`config.mk`:
```
export PLATFORM = sky130hd
export DESIGN_NAME = cubemap_face_uv_project
export DESIGN_NICKNAME = d
export VERILOG_FILES = /design/src/hdl/cfuv_pkg.sv /design/src/hdl/cubemap_face_uv_project.sv /design/src/hdl/cfuv_div.sv
export SDC_FILE = /design/constraint.sdc
export NUM_CORES = 2
export LEC_CHECK = 0
export BUFFER_PORTS_ARGS = -buffer_cell sky130_fd_sc_hd__buf_2
export CAP_MARGIN = 20
export CORE_ASPECT_RATIO = 1.75
export CORE_MARGIN = 2
export CORE_UTILIZATION = 45
export CTS_BUF_LIST = sky130_fd_sc_hd__clkbuf_4
export DETAILED_ROUTE_END_ITERATION = 8
export SLEW_MARGIN = 10
export SYNTH_ARGS = -nofsm -noshare
export SYNTH_HDL_FRONTEND = slang
export SYNTH_SLANG_ARGS = --single-unit
```
`constraint.sdc`:
```
create_clock -name clock -period 6.1 [get_ports clock]
set_input_delay 0.305 -clock clock [delete_from_list [all_inputs] [get_ports clock]]
set_output_delay 0.305 -clock clock [all_outputs]
set_load 0.01 [all_outputs]
```
`src/hdl/cfuv_pkg.sv`:
```
`timescale 1ns / 1ps
// Shared types, widths and face constants for the cube-map face projector.
// Used by cfuv_div and cubemap_face_uv_project; depends on nothing else.
package cfuv_pkg;

   // Field widths fixed by the interface.
   localparam int COORD_BITS = 16;
   localparam int UV_BITS    = 16;
   localparam int FACE_BITS  = 3;

   // Internal widths: magnitude holds the most negative component exactly,
   // the numerator m +/- c spans [0, 2m], and the quotient may reach 2^UV_BITS.
   localparam int MAG_BITS  = COORD_BITS + 1;
   localparam int NUM_BITS  = MAG_BITS + 1;
   localparam int DIVD_BITS = NUM_BITS + UV_BITS;
   localparam int DIVS_BITS = MAG_BITS + 1;
   localparam int QUO_BITS  = UV_BITS + 1;

   localparam logic [UV_BITS-1:0] UV_HALF = {1'b1, {(UV_BITS - 1){1'b0}}};
   localparam logic [UV_BITS-1:0] UV_MAX  = {UV_BITS{1'b1}};

   // Face codes.
   localparam logic [FACE_BITS-1:0] FACE_POS_X = 3'd0;
   localparam logic [FACE_BITS-1:0] FACE_NEG_X = 3'd1;
   localparam logic [FACE_BITS-1:0] FACE_POS_Y = 3'd2;
   localparam logic [FACE_BITS-1:0] FACE_NEG_Y = 3'd3;
   localparam logic [FACE_BITS-1:0] FACE_POS_Z = 3'd4;
   localparam logic [FACE_BITS-1:0] FACE_NEG_Z = 3'd5;

   typedef enum logic [1:0] {
      AXIS_X = 2'd0,
      AXIS_Y = 2'd1,
      AXIS_Z = 2'd2
   } axis_type;

   // Input beat.
   typedef struct packed {
      logic signed [COORD_BITS-1:0] dir_x;
      logic signed [COORD_BITS-1:0] dir_y;
      logic signed [COORD_BITS-1:0] dir_z;
   } req_type;

   // Result beat.
   typedef struct packed {
      logic [FACE_BITS-1:0] face;
      logic [UV_BITS-1:0]   tex_u;
      logic [UV_BITS-1:0]   tex_v;
      logic                 zero_dir;
   } rsp_type;

   // Sideband that rides along the divider pipeline.
   typedef struct packed {
      logic [FACE_BITS-1:0] face;
      logic                 zero_dir;
   } cfuv_tag_type;

   // Per-face choice of the u and v source components and their signs.
   typedef struct packed {
      axis_type u_axis;
      logic     u_neg;
      axis_type v_axis;
      logic     v_neg;
   } face_sel_type;

   function automatic face_sel_type face_sel(input logic [FACE_BITS-1:0] face);
      face_sel_type sel;
      unique case (face)
         FACE_POS_X: sel = '{u_axis: AXIS_Z, u_neg: 1'b1, v_axis: AXIS_Y, v_neg: 1'b1};
         FACE_NEG_X: sel = '{u_axis: AXIS_Z, u_neg: 1'b0, v_axis: AXIS_Y, v_neg: 1'b1};
         FACE_POS_Y: sel = '{u_axis: AXIS_X, u_neg: 1'b0, v_axis: AXIS_Z, v_neg: 1'b0};
         FACE_NEG_Y: sel = '{u_axis: AXIS_X, u_neg: 1'b0, v_axis: AXIS_Z, v_neg: 1'b1};
         FACE_POS_Z: sel = '{u_axis: AXIS_X, u_neg: 1'b0, v_axis: AXIS_Y, v_neg: 1'b1};
         FACE_NEG_Z: sel = '{u_axis: AXIS_X, u_neg: 1'b1, v_axis: AXIS_Y, v_neg: 1'b1};
         default:    sel = '{u_axis: AXIS_X, u_neg: 1'b0, v_axis: AXIS_Y, v_neg: 1'b0};
      endcase
      return sel;
   endfunction

endpackage

```
`src/hdl/cubemap_face_uv_project.sv`:
```
`timescale 1ns / 1ps
// Cube-map face selection and face u/v projection, fully pipelined.
// Depends on cfuv_pkg and instantiates cfuv_div.
//
//   Channel   Ports                      Handshake
//   --------  -------------------------  ---------------------------------------
//   request   start, busy, req_data      beat taken when start=1 and busy=0
//   response  rsp_strobe, rsp_data       beat valid for one cycle, cannot stall
//
// A new beat may be started every cycle; busy stays low.
// The pipeline registers are magnitude, axis select, numerator build, 17 divider
// stages (one quotient bit each, set by the u and v restoring divider), and
// the saturating output register.
// Reset clears only the valid bits of the pipeline; payload is not reset.
// Nothing stalls, so every started beat comes out exactly once, in order.
module cubemap_face_uv_project
   import cfuv_pkg::*;
(
   input  logic    clock,
   input  logic    reset,
   input  logic    start,
   output logic    busy,
   input  req_type req_data,
   output logic    rsp_strobe,
   output rsp_type rsp_data
);

   localparam int LATENCY = QUO_BITS + 4;

   // Numerator m + s*c, clamped at zero; it lies in [0, 2m].
   function automatic logic [NUM_BITS-1:0] shifted_num(
      input logic [MAG_BITS-1:0]          mag,
      input logic signed [COORD_BITS-1:0] comp,
      input logic                         neg
   );
      logic signed [NUM_BITS:0] mag_s;
      logic signed [NUM_BITS:0] comp_s;
      logic signed [NUM_BITS:0] sum;
      mag_s  = {2'b00, mag};
      comp_s = {{(NUM_BITS + 1 - COORD_BITS){comp[COORD_BITS-1]}}, comp};
      sum    = neg ? (mag_s - comp_s) : (mag_s + comp_s);
      return sum[NUM_BITS] ? '0 : sum[NUM_BITS-1:0];
   endfunction

   logic accept;
   logic signed [COORD_BITS-1:0] dir_in [3];

   // Stage A: components and their magnitudes.
   logic                         a_valid_ff;
   logic signed [COORD_BITS-1:0] a_dir_ff [3];
   logic [MAG_BITS-1:0]          a_mag_ff [3];
   logic [MAG_BITS-1:0]          a_mag_in [3];

   // Stage B: face, major magnitude and chosen components.
   logic                         b_valid_ff;
   cfuv_tag_type                 b_tag_ff;
   cfuv_tag_type                 b_tag_in;
   logic [MAG_BITS-1:0]          b_mag_ff;
   logic signed [COORD_BITS-1:0] b_comp_u_ff;
   logic signed [COORD_BITS-1:0] b_comp_v_ff;
   logic                         b_neg_u_ff;
   logic                         b_neg_v_ff;
   axis_type                     axis;
   logic [FACE_BITS-1:0]         face_in;
   face_sel_type                 sel;

   // Stage C: dividends and divisor.
   logic                 c_valid_ff;
   cfuv_tag_type         c_tag_ff;
   logic [DIVD_BITS-1:0] c_num_u_ff;
   logic [DIVD_BITS-1:0] c_num_v_ff;
   logic [DIVS_BITS-1:0] c_den_ff;

   // Divider outputs.
   logic                div_valid;
   cfuv_tag_type        div_tag;
   logic [QUO_BITS-1:0] div_quo_u;
   logic [QUO_BITS-1:0] div_quo_v;

   // Output register.
   logic    rsp_strobe_ff;
   rsp_type rsp_data_ff;
   rsp_type rsp_data_in;

   // The pipeline never stalls, so a beat is taken whenever start is high.
   assign busy   = 1'b0;
   assign accept = start && !busy;

   assign dir_in[0] = req_data.dir_x;
   assign dir_in[1] = req_data.dir_y;
   assign dir_in[2] = req_data.dir_z;

   // Magnitudes, one bit wider so the most negative value is exact.
   always_comb begin
      for (int i = 0; i < 3; i++) begin
         if (dir_in[i][COORD_BITS-1]) begin
            a_mag_in[i] = ~{dir_in[i][COORD_BITS-1], dir_in[i]} + 1'b1;
         end else begin
            a_mag_in[i] = {1'b0, dir_in[i]};
         end
      end
   end

   always_ff @(posedge clock) begin
      if (reset) begin
         a_valid_ff <= 1'b0;
      end else begin
         a_valid_ff <= accept;
      end
      a_dir_ff <= dir_in;
      a_mag_ff <= a_mag_in;
   end

   // Major axis, with ties going to Z, then Y.
   always_comb begin
      priority if (a_mag_ff[2] >= a_mag_ff[0] && a_mag_ff[2] >= a_mag_ff[1]) begin
         axis = AXIS_Z;
      end else if (a_mag_ff[1] >= a_mag_ff[0]) begin
         axis = AXIS_Y;
      end else begin
         axis = AXIS_X;
      end
      face_in           = {axis, a_dir_ff[axis][COORD_BITS-1]};
      sel               = face_sel(face_in);
      b_tag_in.face     = face_in;
      b_tag_in.zero_dir = (a_mag_ff[0] == '0) && (a_mag_ff[1] == '0) && (a_mag_ff[2] == '0);
   end

   always_ff @(posedge clock) begin
      if (reset) begin
         b_valid_ff <= 1'b0;
      end else begin
         b_valid_ff <= a_valid_ff;
      end
      b_tag_ff    <= b_tag_in;
      b_mag_ff    <= a_mag_ff[axis];
      b_comp_u_ff <= a_dir_ff[sel.u_axis];
      b_comp_v_ff <= a_dir_ff[sel.v_axis];
      b_neg_u_ff  <= sel.u_neg;
      b_neg_v_ff  <= sel.v_neg;
   end

   // Dividend n * 2^UV_BITS + m rounds the quotient by 2m to nearest.
   always_ff @(posedge clock) begin
      if (reset) begin
         c_valid_ff <= 1'b0;
      end else begin
         c_valid_ff <= b_valid_ff;
      end
      c_tag_ff   <= b_tag_ff;
      c_num_u_ff <= {shifted_num(b_mag_ff, b_comp_u_ff, b_neg_u_ff), {UV_BITS{1'b0}}}
                    + DIVD_BITS'(b_mag_ff);
      c_num_v_ff <= {shifted_num(b_mag_ff, b_comp_v_ff, b_neg_v_ff), {UV_BITS{1'b0}}}
                    + DIVD_BITS'(b_mag_ff);
      c_den_ff   <= {b_mag_ff, 1'b0};
   end

   cfuv_div u_div (
      .clock     (clock),
      .reset     (reset),
      .in_valid  (c_valid_ff),
      .in_tag    (c_tag_ff),
      .in_num_u  (c_num_u_ff),
      .in_num_v  (c_num_v_ff),
      .in_den    (c_den_ff),
      .out_valid (div_valid),
      .out_tag   (div_tag),
      .out_quo_u (div_quo_u),
      .out_quo_v (div_quo_v)
   );

   // Saturate a coordinate of exactly one to all ones; a zero vector reads centered.
   always_comb begin
      if (div_tag.zero_dir) begin
         rsp_data_in.face     = FACE_POS_Z;
         rsp_data_in.tex_u    = UV_HALF;
         rsp_data_in.tex_v    = UV_HALF;
         rsp_data_in.zero_dir = 1'b1;
      end else begin
         rsp_data_in.face     = div_tag.face;
         rsp_data_in.tex_u    = div_quo_u[QUO_BITS-1] ? UV_MAX : div_quo_u[UV_BITS-1:0];
         rsp_data_in.tex_v    = div_quo_v[QUO_BITS-1] ? UV_MAX : div_quo_v[UV_BITS-1:0];
         rsp_data_in.zero_dir = 1'b0;
      end
   end

   always_ff @(posedge clock) begin
      if (reset) begin
         rsp_strobe_ff <= 1'b0;
      end else begin
         rsp_strobe_ff <= div_valid;
      end
      rsp_data_ff <= rsp_data_in;
   end

   assign rsp_strobe = rsp_strobe_ff;
   assign rsp_data   = rsp_data_ff;

   // Every result beat comes from a beat started a fixed latency earlier.
   a_latency: assert property (@(posedge clock) disable iff (reset)
      rsp_strobe |-> $past(start, LATENCY))
      else $error("result beat without a matching request beat");

   // The zero flag follows an all-zero request from the same beat.
   a_zero_flag: assert property (@(posedge clock) disable iff (reset)
      rsp_strobe |-> (rsp_data.zero_dir == $past(req_data == '0, LATENCY)))
      else $error("zero flag does not match the request beat");

   // The rounded quotient never passes one, since the numerator stays within 2m.
   a_quo_range: assert property (@(posedge clock) disable iff (reset)
      (div_valid && !div_tag.zero_dir) |->
         (!div_quo_u[QUO_BITS-1] || div_quo_u[UV_BITS-1:0] == '0) &&
         (!div_quo_v[QUO_BITS-1] || div_quo_v[UV_BITS-1:0] == '0))
      else $error("divider quotient out of range");

   // Only the six real face codes are reported.
   a_face_code: assert property (@(posedge clock) disable iff (reset)
      rsp_strobe |-> (rsp_data.face <= FACE_NEG_Z))
      else $error("invalid face code");

endmodule

```
`src/hdl/cfuv_div.sv`:
```
`timescale 1ns / 1ps
// Two-lane pipelined restoring divider, one quotient bit per register stage.
// Depends on cfuv_pkg for widths and the sideband tag type.
module cfuv_div
   import cfuv_pkg::*;
(
   input  logic                 clock,
   input  logic                 reset,
   input  logic                 in_valid,
   input  cfuv_tag_type         in_tag,
   input  logic [DIVD_BITS-1:0] in_num_u,
   input  logic [DIVD_BITS-1:0] in_num_v,
   input  logic [DIVS_BITS-1:0] in_den,
   output logic                 out_valid,
   output cfuv_tag_type         out_tag,
   output logic [QUO_BITS-1:0]  out_quo_u,
   output logic [QUO_BITS-1:0]  out_quo_v
);

   // One restoring step: returns {quotient bit, new remainder}.
   function automatic logic [DIVS_BITS:0] div_step(
      input logic [DIVS_BITS-1:0] rem,
      input logic                 bit_in,
      input logic [DIVS_BITS-1:0] den
   );
      logic [DIVS_BITS:0]   trial;
      logic [DIVS_BITS+1:0] diff;
      trial = {rem, bit_in};
      diff  = {1'b0, trial} - {2'b00, den};
      if (diff[DIVS_BITS+1]) begin
         return {1'b0, trial[DIVS_BITS-1:0]};
      end
      return {1'b1, diff[DIVS_BITS-1:0]};
   endfunction

   // Stage registers.
   logic                 valid_ff [QUO_BITS];
   cfuv_tag_type         tag_ff   [QUO_BITS];
   logic [DIVD_BITS-1:0] num_u_ff [QUO_BITS];
   logic [DIVD_BITS-1:0] num_v_ff [QUO_BITS];
   logic [DIVS_BITS-1:0] den_ff   [QUO_BITS];
   logic [DIVS_BITS-1:0] rem_u_ff [QUO_BITS];
   logic [DIVS_BITS-1:0] rem_v_ff [QUO_BITS];
   logic [QUO_BITS-1:0]  quo_u_ff [QUO_BITS];
   logic [QUO_BITS-1:0]  quo_v_ff [QUO_BITS];

   // What feeds each stage: the ports for the first, the previous stage otherwise.
   logic                 src_valid [QUO_BITS];
   cfuv_tag_type         src_tag   [QUO_BITS];
   logic [DIVD_BITS-1:0] src_num_u [QUO_BITS];
   logic [DIVD_BITS-1:0] src_num_v [QUO_BITS];
   logic [DIVS_BITS-1:0] src_den   [QUO_BITS];
   logic [DIVS_BITS-1:0] src_rem_u [QUO_BITS];
   logic [DIVS_BITS-1:0] src_rem_v [QUO_BITS];
   logic [QUO_BITS-1:0]  src_quo_u [QUO_BITS];
   logic [QUO_BITS-1:0]  src_quo_v [QUO_BITS];

   // Next values of the remainder and quotient registers.
   logic [DIVS_BITS:0]   step_u   [QUO_BITS];
   logic [DIVS_BITS:0]   step_v   [QUO_BITS];
   logic [QUO_BITS-1:0]  quo_u_in [QUO_BITS];
   logic [QUO_BITS-1:0]  quo_v_in [QUO_BITS];

   // The quotient fits in QUO_BITS, so the dividend above those bits is already
   // smaller than the divisor and serves as the starting remainder.
   always_comb begin
      src_valid[0] = in_valid;
      src_tag[0]   = in_tag;
      src_num_u[0] = in_num_u;
      src_num_v[0] = in_num_v;
      src_den[0]   = in_den;
      src_rem_u[0] = DIVS_BITS'(in_num_u[DIVD_BITS-1:QUO_BITS]);
      src_rem_v[0] = DIVS_BITS'(in_num_v[DIVD_BITS-1:QUO_BITS]);
      src_quo_u[0] = '0;
      src_quo_v[0] = '0;
      for (int s = 1; s < QUO_BITS; s++) begin
         src_valid[s] = valid_ff[s-1];
         src_tag[s]   = tag_ff[s-1];
         src_num_u[s] = num_u_ff[s-1];
         src_num_v[s] = num_v_ff[s-1];
         src_den[s]   = den_ff[s-1];
         src_rem_u[s] = rem_u_ff[s-1];
         src_rem_v[s] = rem_v_ff[s-1];
         src_quo_u[s] = quo_u_ff[s-1];
         src_quo_v[s] = quo_v_ff[s-1];
      end
   end

   // Stage s resolves quotient bit QUO_BITS-1-s for both lanes.
   always_comb begin
      for (int s = 0; s < QUO_BITS; s++) begin
         step_u[s]   = div_step(src_rem_u[s], src_num_u[s][QUO_BITS-1-s], src_den[s]);
         step_v[s]   = div_step(src_rem_v[s], src_num_v[s][QUO_BITS-1-s], src_den[s]);
         quo_u_in[s] = src_quo_u[s];
         quo_v_in[s] = src_quo_v[s];
         quo_u_in[s][QUO_BITS-1-s] = step_u[s][DIVS_BITS];
         quo_v_in[s][QUO_BITS-1-s] = step_v[s][DIVS_BITS];
      end
   end

   // Valid bits are cleared by reset; the payload follows without reset.
   always_ff @(posedge clock) begin
      for (int s = 0; s < QUO_BITS; s++) begin
         if (reset) begin
            valid_ff[s] <= 1'b0;
         end else begin
            valid_ff[s] <= src_valid[s];
         end
         tag_ff[s]   <= src_tag[s];
         num_u_ff[s] <= src_num_u[s];
         num_v_ff[s] <= src_num_v[s];
         den_ff[s]   <= src_den[s];
         rem_u_ff[s] <= step_u[s][DIVS_BITS-1:0];
         rem_v_ff[s] <= step_v[s][DIVS_BITS-1:0];
         quo_u_ff[s] <= quo_u_in[s];
         quo_v_ff[s] <= quo_v_in[s];
      end
   end

   assign out_valid = valid_ff[QUO_BITS-1];
   assign out_tag   = tag_ff[QUO_BITS-1];
   assign out_quo_u = quo_u_ff[QUO_BITS-1];
   assign out_quo_v = quo_v_ff[QUO_BITS-1];

endmodule

```
Word-level counts from Yosys, hierarchy flattened
Memory sizes are Yosys's and may differ from the RTL's. A register that Yosys moved wholly into a read port is not among the register bits.
Index checks and enable logic that the tools add are counted.
{"block": "totals", "register_bits": 282, "ram_bits": 2737, "inputBits": 51, "output_inout_bits": 38, "word_cells": 272, "mem_count": 9}
{"block": "classes", "addsub": 43, "n_lt_le_gt_ge": 6, "n_eq_ne": 5, "mux": 147, "bitwise": 23, "n_reduce_logical": 9}
{"memory": "u_div.num_u_ff", "words": 17, "word_bits": 34, "read_ports": 16, "rd_clocked_by_memory_dff": 0, "write_ports": 17, "line_no": "cfuv_div.sv:39", "rtl": "logic [DIVD_BITS-1:0] num_u_ff [QUO_BITS];"}
{"memory": "u_div.num_v_ff", "words": 17, "word_bits": 34, "read_ports": 16, "rd_clocked_by_memory_dff": 0, "write_ports": 17, "line_no": "cfuv_div.sv:40", "rtl": "logic [DIVD_BITS-1:0] num_v_ff [QUO_BITS];"}
{"memory": "u_div.den_ff", "words": 17, "word_bits": 18, "read_ports": 16, "rd_clocked_by_memory_dff": 0, "write_ports": 17, "line_no": "cfuv_div.sv:41", "rtl": "logic [DIVS_BITS-1:0] den_ff [QUO_BITS];"}
{"memory": "u_div.rem_u_ff", "words": 17, "word_bits": 18, "read_ports": 16, "rd_clocked_by_memory_dff": 0, "write_ports": 17, "line_no": "cfuv_div.sv:42", "rtl": "logic [DIVS_BITS-1:0] rem_u_ff [QUO_BITS];"}
{"memory": "u_div.rem_v_ff", "words": 17, "word_bits": 18, "read_ports": 16, "rd_clocked_by_memory_dff": 0, "write_ports": 17, "line_no": "cfuv_div.sv:43", "rtl": "logic [DIVS_BITS-1:0] rem_v_ff [QUO_BITS];"}
{"memory": "u_div.quo_u_ff", "words": 17, "word_bits": 17, "read_ports": 17, "rd_clocked_by_memory_dff": 0, "write_ports": 17, "line_no": "cfuv_div.sv:44", "rtl": "logic [QUO_BITS-1:0] quo_u_ff [QUO_BITS];"}
{"memory": "3 more memories"}
{"op": "19-bit 2-to-1 mux", "count": 70}
{"op": "19-bit by 18-bit subtractor with 20-bit output", "count": 32}
{"op": "16-bit binary-select mux with 2-bit select", "count": 3}
{"op": "16-bit 2-to-1 mux", "count": 6}
{"op": "15-bit 2-to-1 mux", "count": 5}
{"op": "34-bit by 17-bit adder with 34-bit output", "count": 2}
{"op": "1-bit 2-to-1 mux", "count": 56}
{"op": "17-bit by 1-bit adder with 17-bit output, second input constant", "count": 3}
{"op": "17-bit >= comparator", "count": 3}
{"op": "17-bit zero test", "count": 3}
{"op": "17-bit inverter", "count": 3}
{"op": "18-bit by 16-bit adder with 19-bit output", "count": 2}
{"op": "18-bit by 16-bit subtractor with 19-bit output", "count": 2}
{"op": "18-bit by 18-bit subtractor with 19-bit output", "count": 2}
{"op": "18-bit 2-to-1 mux", "count": 2}
{"op": "6-bit case mux with 6 select lines", "count": 1}
{"op": "17-bit binary-select mux with 2-bit select", "count": 1}
{"op": "17-bit 2-to-1 mux", "count": 2}
{"op": "1-bit OR", "count": 17}
{"op": "3-bit >= comparator, second input constant", "count": 3}
{"op": "2-bit inverter with 3-bit output", "count": 3}
{"op": "3-bit by 2-bit == test with 1-bit output, second input constant", "count": 2}
{"op": "3-bit == test, second input constant", "count": 2}
{"op": "2-bit OR reduction", "count": 2}
{"op": "other kinds (4)", "count": 6}

Depth between registers and ports, before layout
{"block": "depth", "word_depth": 13, "mapped_depth": 27, "depth_no_buf": 25}

Modules after synthesis
From an unflattened synthesis, not the netlist that was laid out.
{"block": "hier_totals", "hier_cells": 7527, "area_unflattened_um2": 75726.4}
{"mod": "cfuv_div", "instances": 1, "cells_per_inst": 6263, "area_each_um2": 63872.5}
{"mod": "cubemap_face_uv_project", "instances": 1, "cells_per_inst": 1264, "area_each_um2": 11853.9}

Least setup slack after synthesis
OpenSTA, ideal clock, no wires.
{"block": "synth_path", "kind": "reg2reg", "from": "register b_comp_u_ff[5]", "to": "register c_num_u_ff[33]", "arrival_ns": 4.550, "required_time_ns": 5.972, "slack_ns": 1.423, "path_stages_with_launch": 25, "n_path_buf": 2, "synth_period_minus_slack_ns": 4.677, "cell_sequence": "dfxtp_1 -> nor4_1 -> nand2_1 -> nor4_2 -> a21boi_0 -> a21oi_1 -> ha_1 -> inv_1 -> o21bai_1 -> nor4_1 -> a21oi_1 -> nand2_1 -> mux2i_1 -> a31o_2 -> buf_2 -> clkbuf_1 -> nor2_1 -> ha_1 -> nand3b_1 -> nor3_1 -> and4b_1 -> nor3b_2 -> nand4_1 -> xnor2_1 -> nor2_1"}
{"block": "synth_between", "elab_chain_len": 4}
{"element": "from (decl)", "line_no": "cubemap_face_uv_project.sv:59", "rtl": "logic signed [COORD_BITS-1:0] b_comp_u_ff;"}
{"element": "from (signal assigned)", "line_no": "cubemap_face_uv_project.sv:137", "rtl": "b_comp_u_ff <= a_dir_ff[sel.u_axis];"}
{"element": "18-bit by 16-bit adder with 19-bit output or 18-bit by 16-bit subtractor with 19-bit output (tied branches)", "line_no": "cubemap_face_uv_project.sv:41", "rtl": "sum = neg ? (mag_s - comp_s) : (mag_s + comp_s);"}
{"element": "19-bit 2-to-1 mux (*)", "line_no": "cubemap_face_uv_project.sv:41"}
{"element": "18-bit 2-to-1 mux (*)", "line_no": "cubemap_face_uv_project.sv:42", "rtl": "return sum[NUM_BITS] ? '0 : sum[NUM_BITS-1:0];"}
{"element": "34-bit by 17-bit adder with 34-bit output (*)", "line_no": "cubemap_face_uv_project.sv:152", "rtl": "+ DIVD_BITS'(b_mag_ff);"}
{"element": "to (signal assigned)", "line_no": "cubemap_face_uv_project.sv:151", "rtl": "c_num_u_ff <= {shifted_num(b_mag_ff, b_comp_u_ff, b_neg_u_ff), {UV_BITS{1'b0}}}"}
{"element": "to (decl)", "line_no": "cubemap_face_uv_project.sv:70", "rtl": "logic [DIVD_BITS-1:0] c_num_u_ff;"}
Every way passes the cells marked *; elsewhere a longest branch is shown, timed or not.
A chain may end at the register's enable or synchronous reset.

Worst setup path in the final report
Ends and elaborated chain as after synthesis.

==> summary.md <==
| Metric | Value |
|---|---|
| Status | `finished, final reports clean` |
| EDFF count, synth | `0` |
| Final hold violation count | `0` |
| Die ar. | `149000 um2` |
| Crit path buf inv count | `1` |
| DRT antenna net count | `0` |
| Ys flop type | `dfxtp_1` |
| Tcrit/Tclk final | `0.848` |
| RSZ-0062 raised after global routing | `no` |
| Vias | `49882` |
| Placer Congestion | `0.930` |
| DP HPWL | `142 mm` |
| DRT iter0 DRCs | `1853` |
| Setup TNS | `0 ns` |
| Post-Synthesis Cells | `6796` |
| CP Class | `flip-flop to flip-flop` |
| Die Wd | `293 um` |
| DRT Wirelength | `177 mm` |
| Fin. max-slew vios | `0` |
| Mean Syn Cell Area | `9.65 um2` |
| Minimum clock period | `5.17 ns` |
| Initial Util | `0.452` |
| R2R depth | `22` |
| HP Class | `primary input to flip-flop` |
| Synth Register Bits | `1457` |
| Seq/Total Area, Yosys | `0.445` |
| Skew-Pair Late Insertion Delay | `1.34 ns` |
| Number of global-route vias before repair | `53305` |
| Commonest non-fill, non-tap cells in the layout | `1457 x dfxtp_1, 740 x nor2_1, 656 x ha_1` |
| Post-CTS Setup Repair Bufs | `0` |
| H-tree levels | `5` |
| Via/cell ratio | `5.31` |
| Height of the die | `509 um` |
| Post_cts resized | `0` |
| Drt first pass iters | `6` |
| Final Skew | `0.111 ns` |
| MaxCap Viol Count | `0` |
| Fillcell total | `13550` |
| CTS Buf Count | `352` |
| Global route overflow | `0` |
| Root Buffer | `clkbuf_4` |
| First-pass GRT wire length | `273 mm` |
| IO Count | `89` |
| Most common library cell in the layout ignoring fill and taps | `dfxtp_1` |
| CP Max Fanout | `18` |
| Number of remaining DRC errors | `0` |
| Max Clk Rate | `193 MHz` |
| Unique masters post-synth | `86` |
| DR WL/cell | `18.8 um` |
| Hold path depth | `6` |
| Worst slew pin tran | `1.16 ns` |
| All-Layer GR Usage | `0.237` |
| WP data arrival | `6.32 ns` |
| Levels on crit path | `22` |
| Required @ worst endpoint | `7.25 ns` |
| Reg clk slew, reported paths | `0.07 ns` |
| Setup-failing EPs final | `0` |
| Largest net degree at the start of global routing | `35` |
| Crit-path leading delay family | `simple AND/OR/NAND/NOR gates` |
| CP Cell Sequence | `nor4_1 > nand2_1 > nor4_2 > a21boi_0 > a21oi_1 > ha_1 > inv_1 > o21bai_1 > nor4_1 > a21oi_1 > nand2_1 > mux2i_1 > a31o_2 > nor2_1 > ha_1 > nand3b_1 > nor3_1 > and4b_1 > nor3b_2 > nand4_1 > xnor2_1 > nor2_1` |
| Row cnt | `185` |
| Synth warnings | `0` |
| TritonCTS clock tree | `yes` |
| Layout cells sized above 1 | `0.129` |
| Slowest-stage cell, CP | `nor4_1` |
| Layout area overhead | `12.3%` |
| Clock sink count | `1457` |
| Core Area | `145000 um2` |
| Async S/R FF share, synth | `0` |
| Crit end category | `flip-flop` |
| Peak per-stage delay on the critical path | `0.52 ns` |
| Slew HR | `0.214` |
| Initial antenna violation count | `6` |
| NumNets Final | `8037` |
| PortBufs | `87` |
| Cell Area, Synth | `65600 um2` |
| Clock Path Buffers | `4` |
| # hold bufs at CTS | `109` |
| Crit start category | `flip-flop` |
| Layout Utilization | `0.508` |
## sequential cells by signal, indices dropped and copies added, names as in the netlist, 18 cells and up
signal and flops:
a_mag_ff 48, u_div.quo_v_ff 153, u_div.rem_u_ff 272, u_div.quo_u_ff 153, u_div.num_u_ff 257, c_num_u_ff 18, u_div.rem_v_ff 272, u_div.tag_ff 68
rsp_data 36, c_num_v_ff 34, a_dir_ff 48
## stage by stage
step / hold WS [ns] / std cells / worst slack (ns) / area (um2)
6_report: 0.208 / 9391 / 0.926 / 73600
5_1_grt: 0.157 / 9389 / 0.257 / 73600
4_1_cts: 0.0396 / 9383 / 0.925 / 73600
3_5_place_dp: 0.312 / 8702 / 0.993 / 68400
3_3_place_gp: 0.309 / 8701 / 0.986 / 68400
2_1_floorplan: 0.310 / 6799 / 1.42 / 65600
## synthesized netlist by cell type (34+ instances only)
cell type | count | area (um2)
a21oi_1 | 647 | 3240
a21o_1 | 150 | 1130
o21a_1 | 71 | 533
or2_2 | 41 | 257
inv_1 | 515 | 1930
nand2_1 | 224 | 841
o21ai_0 | 286 | 1430
mux2_2 | 189 | 2130
nor3_1 | 94 | 470
ha_1 | 656 | 8210
nor4_1 | 42 | 263
nand2b_1 | 110 | 688
fa_1 | 34 | 681
clkbuf_1 | 76 | 285
and2_1 | 50 | 313
nor2b_1 | 124 | 776
a21boi_0 | 73 | 548
dfxtp_1 | 1457 | 29200
a211oi_1 | 35 | 263
and3_1 | 48 | 300
xnor2_1 | 357 | 3130
o31ai_1 | 37 | 278
nand3_1 | 92 | 460
xor2_1 | 138 | 1210
a31oi_1 | 37 | 231
nor2_1 | 740 | 2780
o21bai_1 | 43 | 323
## layout make-up
type | count | area, um2 | share of cell area
repair buffers | 254 | 1960 | 0.0267
inverters | 515 | 1930 | 0.0263
multi-input cells | 4716 | 34100 | 0.463
flip-flops and latches | 1457 | 29200 | 0.396
well taps | 1870 | 2340 | 0.0318
clock inverters | 80 | 438 | 0.00595
diodes | 7 | 17.5 | 0.000238
clock buffers | 492 | 3690 | 0.0502
## tightest hold or removal path, delay by kind of cell
kind                      cells  cell delay (ns)
and+or+nand+nor               3             0.40
xor gates and xnor gates      1             0.13
buffers and inverters         2             0.63
## layer usage
| metal | vias up | part of all wire | routed length, um | track usage |
|---|---|---|---|---|
| met3 | 678 | 0.029 | 5130 | 0.0369 |
| met2 | 1121 | 0.59 | 104000 | 0.504 |
| met5 | - | 0 | 0 | 0 |
| met1 | 23345 | 0.29 | 52000 | 0.173 |
| li1 | 24738 | - | - | - |
| met4 | 0 | 0.091 | 16100 | 0.206 |
## logic make-up (layout without fill, tap and decap cells)
kind of cell    count (synthesis)  in the layout  synth area share
other cells                     1             11         0.0000572
fa+ha+maj                     690            690             0.136
mux                           210            210            0.0359
buf+inv                       626           1341            0.0364
xor+xnor                      496            496            0.0664
flops                        1457           1457             0.445
compound gates               1638           1638             0.159
simple gates                 1678           1678             0.122
## path summary, 6_finish.rpt
path / from / end / slack (ns)
worst max-delay path: b_comp_u_ff[5] / c_num_u_ff[33] / 0.93
worst min-delay path: req_data[39] / a_mag_ff[42] / 0.21
worst max register to register: b_comp_u_ff[5] / c_num_u_ff[33] / 0.93
worst min register to register: u_div.quo_v_ff[0][217] / u_div.quo_v_ff[0][234] / 0.24
Power is not shown: default switching activity piles up to over one toggle a cycle in this logic, so the estimate is an artifact.
